File: config.mk
export PLATFORM = sky130hd
export DESIGN_NAME = rcq_ctrl
export DESIGN_NICKNAME = d
export VERILOG_FILES = /design/src/rcq_pkg.sv /design/src/rcq_ctrl.sv
export SDC_FILE = /design/constraint.sdc
export NUM_CORES = 1
export LEC_CHECK = 0
export BUFFER_PORTS_ARGS = -buffer_cell sky130_fd_sc_hd__buf_2
export CAP_MARGIN = 20
export CORE_UTILIZATION = 52
export CTS_CLUSTER_DIAMETER = 200
export DETAILED_ROUTE_END_ITERATION = 12
export PLACE_DENSITY_LB_ADDON = 0.1
export SLEW_MARGIN = 5
export SYNTH_ARGS = -nofsm -noshare
export SYNTH_HDL_FRONTEND = slang
export SYNTH_SLANG_ARGS = --single-unit
File: constraint.sdc
create_clock -name i_clk -period 2.1 [get_ports i_clk]
set_input_delay 0.105 -clock i_clk [delete_from_list [all_inputs] [get_ports i_clk]]
set_output_delay 0.105 -clock i_clk [all_outputs]
set_load 0.005 [all_outputs]
File: src/rcq_pkg.sv
// rcq_pkg: shared types and fixed constants for the ring command queue
// depends on nothing; used by the controller, datapath and top level

package rcq_pkg;

    // fixed field widths
    localparam int unsigned CAP_BITS   = 9;
    localparam int unsigned LIMIT_BITS = 5;

    // capacity_in_use after reset
    localparam logic [CAP_BITS-1:0] CAP_RESET = 9'd256;

    // operation codes
    localparam logic KIND_PUSH = 1'b0;
    localparam logic KIND_POP  = 1'b1;

    // result status codes
    localparam logic STATUS_OK   = 1'b0;
    localparam logic STATUS_FULL = 1'b1;

    // controller to datapath
    typedef struct packed {
        logic push;        // write slot at tail, advance tail, bump fill
        logic pop_take;    // read slot at head, advance head, drop fill
        logic clr_wake;    // clear the wake flag
        logic out_load;    // load the result register
        logic out_status;
        logic out_wake;
        logic out_has;
        logic out_last;
    } t_dp_cmd;

    // datapath to controller
    typedef struct packed {
        logic q_empty;
        logic q_full;
        logic fill_one;
        logic wake;
    } t_dp_status;

endpackage

File: src/rcq_ctrl.sv
// rcq_ctrl: item sequencer for push and batch pop, owns the result valid
// depends on rcq_pkg

module rcq_ctrl #(
    parameter int unsigned MAX_BATCH = 16
) (
    input  logic                             i_clk,
    input  logic                             i_rst_n,
    input  logic                             i_in_valid,
    input  logic                             i_kind,
    input  logic [rcq_pkg::LIMIT_BITS-1:0]   i_limit,
    output logic                             o_in_ready,
    input  logic                             i_out_ready,
    output logic                             o_out_valid,
    input  rcq_pkg::t_dp_status              i_dp_status,
    output rcq_pkg::t_dp_cmd                 o_dp_cmd
);
    import rcq_pkg::*;

    localparam int unsigned BAT_W = $clog2(MAX_BATCH + 1);
    localparam int unsigned LIM_W = (BAT_W > LIMIT_BITS) ? BAT_W : LIMIT_BITS;
    localparam logic [LIM_W-1:0] MAX_LIM = LIM_W'(MAX_BATCH);

    typedef enum logic [1:0] {
        S_IDLE = 2'b01,
        S_POP  = 2'b10
    } t_state;

    t_state           r_state, n_state;
    logic [BAT_W-1:0] r_rem, n_rem;
    logic             r_out_valid, n_out_valid;
    logic             slot_free;
    logic             accept;
    logic [LIM_W-1:0] lim_ext;
    logic [BAT_W-1:0] lim_sat;
    logic             pop_last;

    assign slot_free = !r_out_valid || i_out_ready;
    assign accept    = i_in_valid && o_in_ready;
    assign lim_ext   = LIM_W'(i_limit);
    assign lim_sat   = (lim_ext > MAX_LIM) ? BAT_W'(MAX_LIM) : BAT_W'(lim_ext);
    assign pop_last  = (r_rem == BAT_W'(1)) || i_dp_status.fill_one;

    assign o_in_ready  = (r_state == S_IDLE) && slot_free;
    assign o_out_valid = r_out_valid;

    always_comb begin
        n_state  = r_state;
        n_rem    = r_rem;
        o_dp_cmd = '0;
        unique case (r_state)
            S_IDLE: begin
                if (accept) begin
                    if (i_kind == KIND_PUSH) begin
                        o_dp_cmd.push       = !i_dp_status.q_full;
                        o_dp_cmd.out_load   = 1'b1;
                        o_dp_cmd.out_status = i_dp_status.q_full ? STATUS_FULL : STATUS_OK;
                        o_dp_cmd.out_wake   = !i_dp_status.q_full && !i_dp_status.wake;
                        o_dp_cmd.out_last   = 1'b1;
                    end else if (lim_sat == '0) begin
                        // zero limit: empty answer, no state change
                        o_dp_cmd.out_load = 1'b1;
                        o_dp_cmd.out_last = 1'b1;
                    end else if (i_dp_status.q_empty) begin
                        o_dp_cmd.out_load = 1'b1;
                        o_dp_cmd.out_last = 1'b1;
                        o_dp_cmd.clr_wake = 1'b1;
                    end else begin
                        n_rem   = lim_sat;
                        n_state = S_POP;
                    end
                end
            end
            S_POP: begin
                if (slot_free) begin
                    o_dp_cmd.pop_take = 1'b1;
                    o_dp_cmd.out_load = 1'b1;
                    o_dp_cmd.out_has  = 1'b1;
                    o_dp_cmd.out_last = pop_last;
                    o_dp_cmd.clr_wake = i_dp_status.fill_one;
                    n_rem             = r_rem - BAT_W'(1);
                    if (pop_last) begin
                        n_state = S_IDLE;
                    end
                end
            end
            default: begin
                n_state = S_IDLE;
            end
        endcase
    end

    always_comb begin
        if (o_dp_cmd.out_load) begin
            n_out_valid = 1'b1;
        end else if (i_out_ready) begin
            n_out_valid = 1'b0;
        end else begin
            n_out_valid = r_out_valid;
        end
    end

    always_ff @(posedge i_clk) begin
        if (!i_rst_n) begin
            r_state     <= S_IDLE;
            r_rem       <= '0;
            r_out_valid <= 1'b0;
        end else begin
            r_state     <= n_state;
            r_rem       <= n_rem;
            r_out_valid <= n_out_valid;
        end
    end

endmodule

==> summary.md <==
| Metric | Value |
|---|---|
| Core Footprint | `1318 um2` |
| Worst EP arrival | `1.78 ns` |
| Final setup viols | `0` |
| Share of the yosys chip area belonging to registers | `21.69%` |
| Via density | `6.290` |
| Clock-pin slew on the worst setup and hold paths | `0.06 ns` |
| Critical Path, Cell by Cell | `ha_1, nor4b_1, o21ai_0, a21oi_1, buf_2` |
| Seq cells post-synth | `8` |
| Storage element area | `160.2 um2` |
| First DRT Iteration DRCs | `48` |
| Syn avg cell area | `7.771 um2` |
| Clock Latency Late Sink | `0.27 ns` |
| Worst-path maximum fanout | `6` |
| Slowest stage delay, CP | `0.47 ns` |
| Family with the most delay on the worst path | `simple AND/OR/NAND/NOR gates` |
| CP Capture Point | `o_dp_cmd[0]` |
| Pwr/cell area | `490.1 nW/um2` |
| Final period util | `89.83%` |
| Hold crit path type | `primary input to flop` |
| Slew @ Worst Pin | `0.5491 ns` |
| Slew HR | `62.88%` |
| Largest net degree at the start of global routing | `13` |
| Status | `finished clean` |
| H-tree depth | `1` |
| CP Launch Type | `flop` |
| Syn nets | `113` |
| DRC violations left | `0` |
| # fillers | `125` |
| Max-slew violations | `0` |
| Largest area contributor in the netlist | `dfxtp_1` |
| Max Root-Sink Buffers | `2` |
| Nets@finish | `136` |
| Total Routing Usage GR | `29.29%` |
| Starting Density | `56.03%` |
| VDD IR max | `0.3535 mV` |
| Routed wire length per instance | `14.78 um` |
| Die W | `39.68 um` |
| Hpwl dp | `1.403 mm` |
| Min Clock Period, post-route | `1.886 ns` |
| Synth Cell Area | `738.2 um2` |
| Area occupied by multi-input gates | `514.2 um2` |
| Postcts setup bufs | `0` |
| Crit Path Class | `flop to primary output` |
| Synthesized instance count | `95` |
| Largest cells by area after synthesis | `dfxtp_1 22%, ha_1 6.8%, a21oi_1 5.4%` |
| Initial antenna violation count | `0` |
| Crit path from | `r_rem[0]` |
| Area growth from synthesis to layout | `17.63%` |
| Clock buffer count from CTS | `3` |
| CP Buf/Inv Count | `1` |
| Critical path endpoint category | `primary output` |
| RSZ-0062 raised after global routing | `no` |
| Peak Freq | `530.1 MHz` |
| P_leak | `0.3829 nW` |
| CP max stage cell | `nor4b_1` |
| Congestion Overflow GR | `0` |
| WP data required | `2.00 ns` |
| Die area | `1574 um2` |
| I/O Buffers | `23` |
| Post-layout util | `65.91%` |
| Worst r2r src | `r_rem[0]` |
| CTS tree | `built` |
| Cell variety after synth | `38` |
| Setup TNS | `0 ns` |
| Ant diodes | `0` |
| Routability cong. | `0.8419` |
| Sink Count | `8` |
| Final WL | `1.936 mm` |
| Yosys warnings | `0` |
| Total I/O pin count | `24` |
| Cell Area, Placed | `843.3 um2` |
| Share of cells above drive strength 1 | `28.45%` |
| First-pass GRT wire length | `3.029 mm` |
| Std-Cell Rows | `13` |
| Post-route cell area | `868.3 um2` |
| Final ANT Viol Nets | `0` |
| Height of the die | `39.68 um` |
| Routed vias | `824` |
| Final Hold Vio Count | `0` |
| Reg2reg end | `r_state[0]` |
| Vias in the first global route | `666` |
| Layout Skew | `0.006066 ns` |
| Clock Root Buffer | `clkbuf_4` |
| Post-synth top area share | `21.69%` |
| MaxCap Viol Count | `0` |
| Crit path depth | `5` |
| Hold WS | `0.1261 ns` |
| Register-to-Register Path Depth | `5` |
| DRT Pass-1 Iters | `4` |
| Flop-to-flop setup slack | `0.42 ns` |
==> final cells by class <==
cell class / instances / share of cell area [%]
Multi-Input combinational cell: 72 / 59.22
Sequential cell: 8 / 18.44
Timing Repair Buffer: 23 / 13.26
Inverter: 10 / 4.323
Clock buffer: 3 / 2.594
Tap cell: 15 / 2.161
==> flip-flops by register name (all words and copies together), names as in the netlist <==
| signal | count |
|---|---|
| o_out_valid | 1 |
| r_rem | 5 |
| r_state | 2 |
==> power by group <==
group	switching (W)	internal, W
registers	0.00000826	0.000159
logic	0.0000718	0.0000565
clock network	0.0000634	0.0000662
total	0.000143	0.000282
==> layout by cell type, fill, tap and decap left out, types with 2 or more instances in the layout <==
cell,count
nor2_1,3
nand3_1,3
o21ai_2,2
nand2b_1,2
nand2_1,7
o21ai_0,6
mux2i_1,2
nor3_1,3
nor4b_1,2
dfxtp_1,8
o21a_1,2
a31oi_1,2
a21oi_1,8
nor2b_1,4
buf_2,23
nor3b_1,3
clkbuf_4,3
inv_1,10
ha_1,4
==> worst min-delay path by stage <==
| stage | endpoint | depth (start not counted) | startpoint |
|---|---|---|---|
| 3_5_place_dp | r_state[0] | 2 | i_rst_n |
| 6_report | r_state[0] | 2 | i_rst_n |
| 5_1_grt | r_state[0] | 2 | i_rst_n |
| 3_3_place_gp | r_state[0] | 2 | i_rst_n |
| 4_1_cts | r_state[0] | 2 | i_rst_n |
| 2_1_floorplan | o_dp_cmd[3] | 1 | i_kind |
==> synth_stat cells <==
cell,instances
nor2_1,3
nand2b_1,3
a32o_1,1
and3b_1,1
o41ai_1,1
buf_2,2
buf_4,2
nand3_1,3
a31oi_1,2
inv_1,10
ha_1,4
or4_4,1
o311ai_0,1
a22oi_1,1
nor3b_1,3
a41oi_1,1
nor2b_1,4
nand2_1,7
o221a_1,1
or3_1,1
a221oi_2,1
nor3_1,3
o21a_1,2
and3_1,1
dfxtp_1,8
o211a_1,1
a21oi_1,8
o32a_1,1
nor4_1,1
o211ai_1,1
o32ai_1,1
o21ai_2,2
o221ai_2,1
mux2i_1,2
nor4b_1,2
o2111ai_2,1
buf_1,1
o21ai_0,6
==> cell families after synthesis <==
logic type	synth area share, %
adders and majority gates	6.780
AOI/OAI and AO/OA	34.07
muxes	2.712
and+or+nand+nor	25.76
DFF	21.69
buffers and inverters	8.983
==> layer usage <==
metal | up-vias | track usage (%) | part of all wire (%) | wire [um]
met2 | 46 | 44.67 | 45 | 880
met3 | 3 | 5.114 | 8.0 | 154
met1 | 378 | 40.48 | 46 | 888
met5 | - | 0 | 0 | 0
li1 | 397 | - | - | -
met4 | 0 | 10.34 | 0.62 | 12
==> timing repair <==
item / 4_1_cts / 5_1_grt
gates resized for setup: 0 / 1
hold buffers: 0 / 0
setup endpoints to repair: 0 / 1
==> per-stage QoR <==
step | total power, W | std cells | setup WS [ns]
4_1_cts | 0.0004225 | 131 | 0.1653
3_5_place_dp | 0.0002950 | 128 | 0.4493
3_3_place_gp | 0.0002936 | 128 | 0.4675
2_1_floorplan | 0.0002525 | 95 | 0.6707
5_1_grt | 0.0004480 | 131 | 0.02157
6_report | 0.0004256 | 131 | 0.2136
Note: power is estimated with default switching activity, not from simulation.
